### config.mk
export PLATFORM = sky130hd
export DESIGN_NAME = shortest_seek_first_scheduler
export DESIGN_NICKNAME = d
export VERILOG_FILES = /design/src/rtl/sstf_pkg.sv /design/src/rtl/sstf_store.sv /design/src/rtl/sstf_pick.sv /design/src/rtl/shortest_seek_first_scheduler.sv
export SDC_FILE = /design/constraint.sdc
export NUM_CORES = 1
export LEC_CHECK = 0
export BUFFER_PORTS_ARGS = -buffer_cell sky130_fd_sc_hd__buf_2
export CAP_MARGIN = 20
export CORE_MARGIN = 5
export CORE_UTILIZATION = 50
export DETAILED_ROUTE_END_ITERATION = 8
export PLACE_DENSITY = 0.66
export SLEW_MARGIN = 30
export SYNTH_ARGS = -nofsm -noshare
export SYNTH_HDL_FRONTEND = slang
export SYNTH_HIERARCHICAL = 1
export SYNTH_SLANG_ARGS = --single-unit
export TNS_END_PERCENT = 5
### constraint.sdc
create_clock -name clk -period 8.8 [get_ports clk]
set_clock_uncertainty 0.05 [all_clocks]
set_input_delay 1.32 -clock clk [delete_from_list [all_inputs] [get_ports clk]]
set_output_delay 1.32 -clock clk [all_outputs]
set_load 0.005 [all_outputs]
### src/rtl/sstf_pkg.sv
`default_nettype none

package sstf_pkg;

  localparam int CYL_W      = 16;
  localparam int SUM_W      = 22;
  localparam int IN_DATA_W  = 16;
  localparam int OUT_DATA_W = 56;

  typedef logic [CYL_W-1:0] cyl_t;
  typedef logic [SUM_W-1:0] sum_t;

  localparam sum_t SUM_MAX = '1;

  typedef struct packed {
    logic clear;
    logic sample;
  } pick_ctl_t;

  typedef struct packed {
    logic found;
    cyl_t seek;
    cyl_t cyl;
  } pick_res_t;

endpackage

`default_nettype wire

### src/rtl/sstf_store.sv
`default_nettype none

module sstf_store #(
  parameter int DEPTH  = 64,
  parameter int ADDR_W = 6
) (
  input  wire logic              clk,
  input  wire logic              wr_en,
  input  wire logic [ADDR_W-1:0] wr_addr,
  input  wire sstf_pkg::cyl_t    wr_data,
  input  wire logic              rd_en,
  input  wire logic [ADDR_W-1:0] rd_addr,
  output sstf_pkg::cyl_t         rd_data
);
  import sstf_pkg::*;

  cyl_t mem [DEPTH];
  cyl_t rd_data_r;

  always_ff @(posedge clk) begin
    if (wr_en) begin
      mem[wr_addr] <= wr_data;
    end
  end

  always_ff @(posedge clk) begin
    if (rd_en) begin
      rd_data_r <= mem[rd_addr];
    end
  end

  assign rd_data = rd_data_r;

endmodule

`default_nettype wire

### src/rtl/sstf_pick.sv
`default_nettype none

module sstf_pick #(
  parameter int IDX_W = 6
) (
  input  wire logic             clk,
  input  wire logic             rst_n,
  input  wire sstf_pkg::pick_ctl_t ctl,
  input  wire sstf_pkg::cyl_t   head,
  input  wire sstf_pkg::cyl_t   cyl,
  input  wire logic [IDX_W-1:0] idx,
  output sstf_pkg::pick_res_t   res,
  output logic [IDX_W-1:0]      best_idx
);
  import sstf_pkg::*;

  logic             found_r, found_nxt;
  cyl_t             dist_r, dist_nxt;
  cyl_t             cyl_r, cyl_nxt;
  logic [IDX_W-1:0] idx_r, idx_nxt;
  cyl_t             seek;
  logic             better;

  // one distance unit, strict compare keeps the earliest index on a tie
  assign seek   = (head >= cyl) ? (head - cyl) : (cyl - head);
  assign better = ctl.sample && (!found_r || (seek < dist_r));

  always_comb begin
    found_nxt = found_r;
    dist_nxt  = dist_r;
    cyl_nxt   = cyl_r;
    idx_nxt   = idx_r;
    if (ctl.clear) begin
      found_nxt = 1'b0;
    end else if (better) begin
      found_nxt = 1'b1;
      dist_nxt  = seek;
      cyl_nxt   = cyl;
      idx_nxt   = idx;
    end
  end

  always_ff @(posedge clk) begin
    if (!rst_n) begin
      found_r <= 1'b0;
    end else begin
      found_r <= found_nxt;
    end
    dist_r <= dist_nxt;
    cyl_r  <= cyl_nxt;
    idx_r  <= idx_nxt;
  end

  assign res.found = found_r;
  assign res.seek  = dist_r;
  assign res.cyl   = cyl_r;
  assign best_idx  = idx_r;

endmodule

`default_nettype wire

### src/rtl/shortest_seek_first_scheduler.sv
// Shortest-seek-first scheduler. Requests are loaded one item per cycle into a
// request memory of MAX_REQUESTS entries; extras are dropped and flag overflow on
// every result of the batch. The item with in_tlast set starts the schedule from
// the start_head register. Each of the n picks sweeps the n stored requests through
// one distance comparator, one memory read per cycle; each result then waits on
// out_tready before the next sweep starts. The block takes no new request until
// the last result of the batch is taken. Ties in distance go to the request
// loaded first.
`default_nettype none

module shortest_seek_first_scheduler #(
  parameter int MAX_REQUESTS = 64
) (
  input  wire logic                          clk,
  input  wire logic                          rst_n,
  input  wire logic                          cfg_wr_en,
  input  wire logic [15:0]                   cfg_wr_data,
  input  wire logic                          in_tvalid,
  output logic                               in_tready,
  input  wire logic [sstf_pkg::IN_DATA_W-1:0] in_tdata,   // request_cylinder
  input  wire logic                          in_tlast,
  output logic                               out_tvalid,
  input  wire logic                          out_tready,
  // served_cylinder, seek_distance, total_movement, zero pad
  output logic [sstf_pkg::OUT_DATA_W-1:0]    out_tdata,
  output logic                               out_tlast,
  output logic                               out_tuser     // overflow
);
  import sstf_pkg::*;

  localparam int IDX_W = (MAX_REQUESTS > 1) ? $clog2(MAX_REQUESTS) : 1;
  localparam int CNT_W = $clog2(MAX_REQUESTS + 1);
  localparam logic [CNT_W-1:0] CNT_MAX = CNT_W'(MAX_REQUESTS);

  typedef enum logic [1:0] {
    S_LOAD,
    S_SCAN,
    S_STEP,
    S_OUT
  } state_t;

  state_t                  state_r, state_nxt;
  logic [CNT_W-1:0]        count_r, count_nxt;
  logic [CNT_W-1:0]        issue_r, issue_nxt;
  logic [CNT_W-1:0]        picks_r, picks_nxt;
  cyl_t                    head_r, head_nxt;
  sum_t                    sum_r, sum_nxt;
  logic                    dropped_r, dropped_nxt;
  logic [MAX_REQUESTS-1:0] mask_r, mask_nxt;
  logic                    rd_vld_r, rd_vld_nxt;
  logic [IDX_W-1:0]        rd_idx_r, rd_idx_nxt;
  cyl_t                    start_head_r;
  logic                    out_vld_r, out_vld_nxt;
  cyl_t                    out_cyl_r, out_cyl_nxt;
  cyl_t                    out_dist_r, out_dist_nxt;
  sum_t                    out_sum_r, out_sum_nxt;
  logic                    out_last_r, out_last_nxt;
  logic                    out_ovf_r, out_ovf_nxt;

  logic             wr_en, rd_en;
  cyl_t             rd_data;
  pick_ctl_t        pick_ctl;
  pick_res_t        pick_res;
  logic [IDX_W-1:0] best_idx;
  logic             in_acc;
  logic [SUM_W:0]   sum_ext;
  logic [CNT_W-1:0] picks_inc;

  sstf_store #(
    .DEPTH  (MAX_REQUESTS),
    .ADDR_W (IDX_W)
  ) u_store (
    .clk     (clk),
    .wr_en   (wr_en),
    .wr_addr (count_r[IDX_W-1:0]),
    .wr_data (in_tdata[CYL_W-1:0]),
    .rd_en   (rd_en),
    .rd_addr (issue_r[IDX_W-1:0]),
    .rd_data (rd_data)
  );

  sstf_pick #(
    .IDX_W (IDX_W)
  ) u_pick (
    .clk      (clk),
    .rst_n    (rst_n),
    .ctl      (pick_ctl),
    .head     (head_r),
    .cyl      (rd_data),
    .idx      (rd_idx_r),
    .res      (pick_res),
    .best_idx (best_idx)
  );

  assign in_acc    = in_tvalid && in_tready;
  assign sum_ext   = {1'b0, sum_r} + (SUM_W + 1)'(pick_res.seek);
  assign picks_inc = picks_r + CNT_W'(1);

  always_comb begin
    state_nxt    = state_r;
    count_nxt    = count_r;
    issue_nxt    = issue_r;
    picks_nxt    = picks_r;
    head_nxt     = head_r;
    sum_nxt      = sum_r;
    dropped_nxt  = dropped_r;
    mask_nxt     = mask_r;
    rd_vld_nxt   = 1'b0;
    rd_idx_nxt   = rd_idx_r;
    out_vld_nxt  = out_vld_r;
    out_cyl_nxt  = out_cyl_r;
    out_dist_nxt = out_dist_r;
    out_sum_nxt  = out_sum_r;
    out_last_nxt = out_last_r;
    out_ovf_nxt  = out_ovf_r;
    in_tready    = 1'b0;
    wr_en        = 1'b0;
    rd_en        = 1'b0;
    pick_ctl.clear  = 1'b0;
    pick_ctl.sample = rd_vld_r && !mask_r[rd_idx_r];
    case (state_r)
      S_LOAD: begin
        in_tready = 1'b1;
        if (in_acc) begin
          if (count_r < CNT_MAX) begin
            wr_en     = 1'b1;
            count_nxt = count_r + CNT_W'(1);
          end else begin
            dropped_nxt = 1'b1;
          end
          if (in_tlast) begin
            head_nxt       = start_head_r;
            sum_nxt        = '0;
            issue_nxt      = '0;
            picks_nxt      = '0;
            pick_ctl.clear = 1'b1;
            state_nxt      = S_SCAN;
          end
        end
      end
      S_SCAN: begin
        rd_en = issue_r < count_r;
        if (rd_en) begin
          issue_nxt  = issue_r + CNT_W'(1);
          rd_vld_nxt = 1'b1;
          rd_idx_nxt = issue_r[IDX_W-1:0];
        end else if (!rd_vld_r) begin
          state_nxt = S_STEP;
        end
      end
      S_STEP: begin
        mask_nxt[best_idx] = 1'b1;
        head_nxt     = pick_res.cyl;
        sum_nxt      = sum_ext[SUM_W] ? SUM_MAX : sum_ext[SUM_W-1:0];
        picks_nxt    = picks_inc;
        out_vld_nxt  = 1'b1;
        out_cyl_nxt  = pick_res.cyl;
        out_dist_nxt = pick_res.seek;
        out_sum_nxt  = sum_ext[SUM_W] ? SUM_MAX : sum_ext[SUM_W-1:0];
        out_last_nxt = picks_inc == count_r;
        out_ovf_nxt  = dropped_r;
        pick_ctl.clear = 1'b1;
        state_nxt    = S_OUT;
      end
      S_OUT: begin
        if (out_tready) begin
          out_vld_nxt = 1'b0;
          if (picks_r == count_r) begin
            count_nxt   = '0;
            mask_nxt    = '0;
            dropped_nxt = 1'b0;
            sum_nxt     = '0;
            picks_nxt   = '0;
            state_nxt   = S_LOAD;
          end else begin
            issue_nxt = '0;
            state_nxt = S_SCAN;
          end
        end
      end
      default: begin
        state_nxt = S_LOAD;
      end
    endcase
  end

  always_ff @(posedge clk) begin
    if (!rst_n) begin
      state_r      <= S_LOAD;
      count_r      <= '0;
      issue_r      <= '0;
      picks_r      <= '0;
      head_r       <= '0;
      sum_r        <= '0;
      dropped_r    <= 1'b0;
      mask_r       <= '0;
      rd_vld_r     <= 1'b0;
      out_vld_r    <= 1'b0;
      start_head_r <= '0;
    end else begin
      state_r   <= state_nxt;
      count_r   <= count_nxt;
      issue_r   <= issue_nxt;
      picks_r   <= picks_nxt;
      head_r    <= head_nxt;
      sum_r     <= sum_nxt;
      dropped_r <= dropped_nxt;
      mask_r    <= mask_nxt;
      rd_vld_r  <= rd_vld_nxt;
      out_vld_r <= out_vld_nxt;
      if (cfg_wr_en) begin
        start_head_r <= cfg_wr_data[CYL_W-1:0];
      end
    end
    rd_idx_r   <= rd_idx_nxt;
    out_cyl_r  <= out_cyl_nxt;
    out_dist_r <= out_dist_nxt;
    out_sum_r  <= out_sum_nxt;
    out_last_r <= out_last_nxt;
    out_ovf_r  <= out_ovf_nxt;
  end

  assign out_tvalid = out_vld_r;
  assign out_tdata  = {2'b00, out_sum_r, out_dist_r, out_cyl_r};
  assign out_tlast  = out_last_r;
  assign out_tuser  = out_ovf_r;

  a_no_overlap: assert property (@(posedge clk) disable iff (!rst_n)
    !(in_tready && out_tvalid))
    else $error("input taken while a result is pending");

  a_count_range: assert property (@(posedge clk) disable iff (!rst_n)
    (count_r <= CNT_MAX) && (picks_r <= count_r))
    else $error("request or pick count out of range");

  a_batch_end: assert property (@(posedge clk) disable iff (!rst_n)
    out_tvalid && out_tready && out_tlast |=> (count_r == '0) && (mask_r == '0))
    else $error("batch state not cleared after last result");

  a_pick_found: assert property (@(posedge clk) disable iff (!rst_n)
    (state_r == S_STEP) |-> pick_res.found)
    else $error("pick step with no unserved request");

endmodule

`default_nettype wire
* Word-level counts from Yosys, hierarchy flattened
Memory sizes are Yosys's and may differ from the RTL's. A register that Yosys moved wholly into a read port is not among the register bits. Cells that the tools add are included.
Storage, ports and cells: bits in registers 245, memory bits (writable) 1024, bits of input ports 38, output and inout bits 60, word-level logic and storage cells 132, memories 1
Operators by class: add/sub/neg operators 6, $lt $le $gt $ge 7, eq/ne operators 15, muxes and demuxes 54, bitwise logic cells 3, reduce and logical (&&, ||, !) cells 25
Memories:
- u_store.mem | depth 64, width 16, read ports 1, clocked after memory_dff 1, wr ports 1, RTL line sstf_store.sv:17 | cyl_t mem [DEPTH];
Operators with widths (number):
- $mux 64 | 2
- $pmux 64 s2 | 1
- $mux 22 | 5
- $pmux 22 s3 | 1
- $or 64x64->64 | 1
- $mux 7 | 9
- $mux 16 | 3
- $pmux 7 s3 | 2
- $pmux 16 s2 | 1
- $sub 16x16->16 | 2
- $add 22x16->23 | 1
- $add 7x1->7 const B | 3
- $ne 2x2->1 const B | 10
- $reduce_and 5->1 | 4
- $mux 1 | 18
- $ge 16x16->1 | 1
- $lt 16x16->1 | 1
- $eq 7x7->1 | 2
- $lt 6x7->1 const B | 2
- $pmux 7 s2 | 1
- $mux 2 | 5
- $pmux 2 s4 | 1
- $reduce_and 2->1 | 4
- $lt 7x7->1 | 1
- 17 further kinds | 29

* Longest topological paths before layout
Gate-level depths: netlist of the first run.
word-level depth 7, depth in mapped cells 18, mapped depth without buffers 17

* Modules after synthesis
Netlist of the first run, hierarchy kept.
By module, submodules not included:
- sstf_store | times used 1, cells an instance 1829, area an instance 40202.3 um2, seq. area each 31230.0 um2
- shortest_seek_first_scheduler | times used 1, cells an instance 875, area an instance 9427.8 um2, seq. area each 4744.6 um2
- sstf_pick | times used 1, cells an instance 331, area an instance 3266.9 um2, seq. area each 1161.1 um2

* Least setup slack after synthesis of the first run
OpenSTA, ideal clock, no wires.
path type reg2reg, from register u_store.rd_data_r[0], in the netlist u_store/rd_data[0], read port of u_store.mem, to register u_pick.idx_r[0], in the netlist u_pick/best_idx[0], enable pin, setup time 0.456 ns, arrival time 5.202 ns, required time 8.294 ns, slack 3.092 ns, cell stages (with the launch flop) 17, path buffers 1, clock period less this slack 5.708 ns, path through edfxtp_1 -> ha_1 -> inv_1 -> fa_1 -> nand3_1 -> a31oi_1 -> o21bai_1 -> a221oi_4 -> buf_8 -> mux2i_1 -> xnor2_1 -> ha_1 -> a21o_1 -> a21o_1 -> a211oi_1 -> o21ai_0 -> a31oi_1
Between the ends: word-level cells in the longest chain between the ends 6, elaborated cells between the ends (all ways) 8, classes of those cells add/sub (2); order compare (2); mux (1); reduce/logical (3)
Ends and longest elaborated chain:
- start: declaration | RTL line sstf_store.sv:18 | cyl_t rd_data_r;
- $sub 16x16->16 / $ge 16x16->1 (equally long branches) | RTL line sstf_pick.sv:25 | assign seek = (head >= cyl) ? (head - cyl) : (cyl - head);
- $mux 16 (*) | RTL line sstf_pick.sv:25
- named net u_pick.seek[5] | RTL line sstf_pick.sv:21 | cyl_t seek;
- $lt 16x16->1 (*) | RTL line sstf_pick.sv:26 | assign better = ctl.sample && (!found_r || (seek < dist_r));
- $logic_or 1x1->1 (*) | RTL line sstf_pick.sv:26
- $logic_and 1x1->1 (*) | RTL line sstf_pick.sv:26
- $reduce_and 2->1 (no source line) (*)
- end signal: assignment | RTL line sstf_pick.sv:51 | idx_r <= idx_nxt;
- end: declaration | RTL line sstf_pick.sv:20 | logic [IDX_W-1:0] idx_r, idx_nxt;
Mark *: on every way through the listed nets, which the timed path passes. The rest lies on a longest branch. A chain may end at the register's enable or synchronous reset.

* Worst setup path in the final report of the first run
from register u_store.rd_data_r[3], in the netlist u_store/rd_data[3], read port of u_store.mem, to register u_pick.idx_r[0], in the netlist u_pick/best_idx[0], enable pin
Between the ends: word-level cells in the longest chain between the ends 6, elaborated cells between the ends (all ways) 8, classes of those cells add/sub (2); order compare (2); mux (1); reduce/logical (3)
Ends and longest elaborated chain (RTL line):
- $ge 16x16->1 | sstf_pick.sv:25
- $mux 16 | sstf_pick.sv:25
- named net u_pick.seek[1] | sstf_pick.sv:21
- $lt 16x16->1 | sstf_pick.sv:26
- $logic_or 1x1->1 | sstf_pick.sv:26
- $logic_and 1x1->1 | sstf_pick.sv:26
- $reduce_and 2->1 (no source line)
The timed path passes the listed nets, and every way through them passes these cells.

==> impl_metrics.toml, run 1 <==
[outcome]
status = "finished, final reports clean"

[run]
max_cap_violations = 0

[worst_setup_path]
arrival_ps = 5360
crit_slowest_cell = "ha_1"
crit_type = "reg2reg"
end_kind = "flip-flop"
crit_chain = "ha_1 -> nand3_1 -> a31oi_1 -> o21bai_1 -> a221oi_4 -> buf_6 -> mux2_2 -> ha_1 -> a21boi_0 -> o21ai_0 -> a211oi_1 -> a211oi_1 -> o21ai_0 -> a31oi_4 -> buf_4"
crit_family = "compound AO/OA/AOI/OAI gates"
required_ps = 9110
path_max_fanout = 38
worst_path_largest_cell_delay_ps = 540
critPathBufInv = 2
start_kind = "flip-flop"

[detailed_routing]
first_pass_iters = 5
vias = 28540
drtIter0Drc = 2866
wl_per_cell_um = 26.76
viasPerCell = 6.081
ant_nets = 0
drcViolationCount = 0
finalWirelength_um = 125600

[placement]
dp_slack_ps = 3843
dp_hpwl_um = 77380
portBuffers = 95
routabilityCongestion = 0.8673

[yosys]
syn_inst = 3034
yosys_warnings = 6
syn-mean-instance-area_um2 = 17.43
mappedNetlistArea_um2 = 52890

[sta]
timing.hold.ws_ps = 382.3
post-route-period-util_pct = 57.42
finalHoldViolCount = 0
worst_pin_slew_ps = 972.0
rsz0062_at_grt = "false"
fin_setup_tns_ps = 0
max_freq_mhz = 197.9
fin_ws_ps = 3747
slew_headroom_pct = 35.13
finalSetupViolCount = 0
fin_crit_ps = 5053
final-max-slew-violation-count = 0

[global_routing]
antenna_found_initial = 2
gr-total-overflow = 0
grt_pass1_wl_um = 186800
grt_pass1_vias = 28720
grt_max_degree = 114
grt.total_usage_pct = 22.24

[clock_network]
clk-insertion-delay-late_ps = 740
post-cts-setup-buffer-count = 0
hold_buffers = 0
cts_root_buf = "clkbuf_16"
cts.clk_slew.worst_paths_ps = 60
htree_levels = 4
cts_buffer_depth = 3
cts_resized = 0
cts_sinks = 1285
cts_tree = "done"
cts_made_buffers = 135

[floorplanning]
core_um2 = 105100
initial_core_util_pct = 50.31
dieWidth_um = 335.2
pin_count = 98
rows = 119
dieArea_um2 = 112400
die_height_um = 335.2

[power]
powerDensity_nw_per_um2 = 248.2
ir_drop_uv = 210.1
p_leak_nw = 19.03

[layout]
fin_nets = 3313
syn2layout_area_growth_pct = 12.19
drive_gt1_share_pct = 21.81

[worst_hold_path]
hold_class = "reg2reg"
## state kept, by name (all words and copies together), names as in the netlist, 2 cells and up
register,cells
u_store/mem,1024
mask_r,64
out_sum_r,22
sum_r,22
head_r,16
out_cyl_r,16
out_dist_r,16
start_head_r,16
u_pick/cyl_r,16
u_pick/dist_r,16
u_store/rd_data,16
count_r,7
issue_r,7
picks_r,7
rd_idx_r,6
u_pick/best_idx,6
state_r,2
## stage by stage
step                      util (%)  power, mW  instance area [µm²]  std cells
after floorplan                  -      8.624                52890       3035
after global placement       52.16      9.269                54830       4447
after detailed placement     52.24      9.321                54910       4449
after CTS                    56.37      14.85                59250       4690
after global routing         56.44      15.32                59330       4692
final                        56.45      14.73                59340       4694
## power breakdown
part           switching, mW  total [mW]  internal (mW)
sequential             0.147        7.05           6.90
clock                   2.32        5.53           3.21
combinational           1.35        2.15          0.803
total                   3.82        14.7           10.9
## cells in the final DEF (no fill, tap or decap), drive strengths merged, types with 9 or more instances in the layout
| cell type | n |
|---|---|
| edfxtp | 1140 |
| clkbuf | 171 |
| mux2 | 30 |
| o21a | 9 |
| mux4 | 243 |
| ha | 75 |
| clkinv | 49 |
| nor2 | 184 |
| a22o | 43 |
| dfxtp | 145 |
| nor3 | 25 |
| nand4 | 24 |
| o21bai | 11 |
| a21o | 23 |
| or3 | 16 |
| a311oi | 9 |
| a22oi | 40 |
| xor2 | 13 |
| a221oi | 19 |
| nor2b | 39 |
| bufinv | 9 |
| a211o | 9 |
| o21ai | 82 |
| nand2b | 14 |
| a21oi | 94 |
| a31oi | 13 |
| nand2 | 158 |
| nand3 | 47 |
| mux2i | 136 |
| inv | 81 |
| xnor2 | 32 |
| a211oi | 35 |
| buf | 181 |
## cell type report
type                            count  area [µm²]
Clock inverter                     70       724.4
Antenna cell                        2       5.005
Fill cell                        7975       45780
Tap cell                         1391        1740
Multi-Input combinational cell   1522       14620
Sequential cell                  1285       37150
Inverter                           72       270.3
Clock buffer                      171        3617
Timing Repair Buffer              181        1211
## routing by layer
| layer | up-vias | global-route usage, % | routed length (µm) |
|---|---|---|---|
| met2 | 1115 | 36.28 | 61250 |
| li1 | 12390 | - | - |
| met1 | 14840 | 30.89 | 51740 |
| met4 | 2 | 7.027 | 3611 |
| met3 | 196 | 3.976 | 8997 |
| met5 | - | 0 | 17 |
## final timing paths
check,from,depth (start not counted),endpoint,slack [ps]
max,u_store/rd_data[3],15,u_pick/best_idx[0],3750
min,dropped_r,0,out_tuser,380
max reg2reg,u_store/rd_data[3],15,u_pick/best_idx[0],3750
min reg2reg,dropped_r,0,out_tuser,380
No activity file was read; power rests on OpenSTA's default activity.
==> inputs of run 2 (changes only) <==
ABC_AREA = 1   (was not set)
PLACE_DENSITY = 0.68   (was 0.66)
clock period = 4.1 ns   (was 8.8 ns; I/O delays follow)
==> run 2 against run 1 <==
Synthesized area rose by 6.0%; design area increased by 5.2%; wire length up 16%; combinational power increased to 2.5 times the previous value; fmax grew 37%; via count rose by 38%; sequential share of layout area down 3.1 points; critical endpoint is now u_pick/cyl_r[4]; largest power group unchanged.
==> impl_metrics.toml, run 2 <==
[outcome]
status = "finished, final reports clean"

[clock_network]
cts_root_buf = "clkbuf_16"
cts_resized = 0
htree_levels = 4
cts_tree = "done"
post-cts-setup-buffer-count = 0
hold_buffers = 0
clk-insertion-delay-late_ps = 740
cts.clk_slew.worst_paths_ps = 60
cts_buffer_depth = 3
cts_sinks = 1285
cts_made_buffers = 134

[global_routing]
gr-total-overflow = 0
grt_pass1_vias = 36860
grt_max_degree = 213
grt_pass1_wl_um = 220000
grt.total_usage_pct = 24.19
antenna_found_initial = 3

[sta]
fin_crit_ps = 3693
fin_ws_ps = 407.2
finalHoldViolCount = 0
finalSetupViolCount = 0
worst_pin_slew_ps = 971.9
slew_headroom_pct = 35.21
final-max-slew-violation-count = 0
post-route-period-util_pct = 90.07
max_freq_mhz = 270.8

[power]
power_mw = 32.22
ir_drop_uv = 446.7
powerDensity_nw_per_um2 = 516.1
p_leak_nw = 23.44

[layout]
layout_common_cells = "1776 x nand2_1, 1140 x edfxtp_1, 1014 x nand3_1, 293 x inv_1, 187 x nor2_1"
final_common_cell = "nand2_1"
largest_reg_flops = 1024
drive_gt1_share_pct = 8.918
fillers = 9291
fin_nets = 5586
seq_area_um2 = 37150
syn2layout_area_growth_pct = 11.39
largest_register = "u_store/mem"
multi_input_area_um2 = 16120
top_regs = "u_store/mem (1024), mask_r (64)"
n_antenna_cell = 0

[yosys]
syn_inst = 5361
syn-mean-instance-area_um2 = 10.46
mappedNetlistArea_um2 = 56060
yosys_warnings = 6

[floorplanning]
pin_count = 98
rows = 122
core_um2 = 111000
initial_core_util_pct = 50.51
die_height_um = 344.8
dieWidth_um = 344.8
dieArea_um2 = 118900

[detailed_routing]
ant_nets = 0
finalWirelength_um = 145500
viasPerCell = 5.565
first_pass_iters = 5
vias = 39290
drtIter0Drc = 4270
wl_per_cell_um = 20.60
drcViolationCount = 0

[worst_setup_path]
start_kind = "flip-flop"
r2r_start = "u_store/rd_data[0]"
required_ps = 4500
crit_type = "reg2reg"
arrival_ps = 4100
path_max_fanout = 17
end_kind = "flip-flop"
reg2reg_slack_ps = 410
critPathLaunch = "u_store/rd_data[0]"
rr_endpoint = "u_pick/cyl_r[4]"
ff2ff_path_depth = 22

[placement]
dp_slack_ps = 178.4
dp_hpwl_um = 86850
routabilityCongestion = 0.9054
portBuffers = 95

[worst_hold_path]
min_from = "cfg_wr_data[3]"
min_to = "start_head_r[3]"
hold_class = "in2reg"
hold_depth = 3

[run]
max_cap_violations = 0
## run 2: critical path, cell delays in order (launching register included)
cell       delay, ps
edfxtp_1         370
ha_1             150
inv_1             90
fa_2             380
nand3_1          100
nand3_2          110
nand2_1          110
nand3_2           90
nand2_2           80
nand2_4          140
inv_6            150
nand2_1           60
nand2_1           50
inv_1             50
ha_1             280
a21oi_1          140
nor2_1            50
nor3_1           150
nand2_1           80
nand2_1           70
nand2_1           90
a21oi_4          330
clkbuf_16        230
## run 2: layout make-up
| cell class | count | area share [%] |
|---|---|---|
| Inverter | 309 | 1.910 |
| Timing Repair Buffer | 253 | 3.112 |
| Tap cell | 1488 | 2.982 |
| Clock buffer | 170 | 5.723 |
| Sequential cell | 1285 | 59.49 |
| Clock inverter | 69 | 0.9658 |
| Multi-Input combinational cell | 3487 | 25.82 |
## run 2: worst max path at each step
stage               cells after the start  slack (ps)            endpoint
finish                                 22         410     u_pick/cyl_r[4]
global route                           22          -4     u_pick/cyl_r[4]
CTS                                    22         150     u_pick/cyl_r[3]
detailed placement                     22         180  u_pick/best_idx[3]
global placement                       22         220  u_pick/best_idx[3]
floorplan                              22         400  u_pick/best_idx[0]
## run 2: power breakdown
| part | internal [mW] | switching (mW) |
|---|---|---|
| registers | 14.8 | 0.272 |
| clock network | 6.69 | 4.95 |
| logic | 1.66 | 3.80 |
| total | 23.2 | 9.02 |
## run 2: stage by stage
step / hold WS [ps] / instances / utilization, % / instance area [µm²] / setup TNS [ps]
after CTS: 23.25 / 7058 / 56.15 / 62310 / 0
after global routing: 51.10 / 7061 / 56.27 / 62440 / -6.125
final: 63.48 / 7061 / 56.27 / 62440 / 0
after detailed placement: 365.7 / 6819 / 52.38 / 58130 / 0
after floorplan: 352.5 / 5362 / - / 56070 / 0
after global placement: 366.9 / 6819 / 52.37 / 58110 / 0
## run 2: per-layer routing
metal	track usage, %	share of wire (%)	vias up
li1	-	-	18570
met1	33.34	41	18820
met2	39.05	47	1651
met3	4.274	8.5	251
met4	8.629	3.5	2
met5	0	0.0089	-
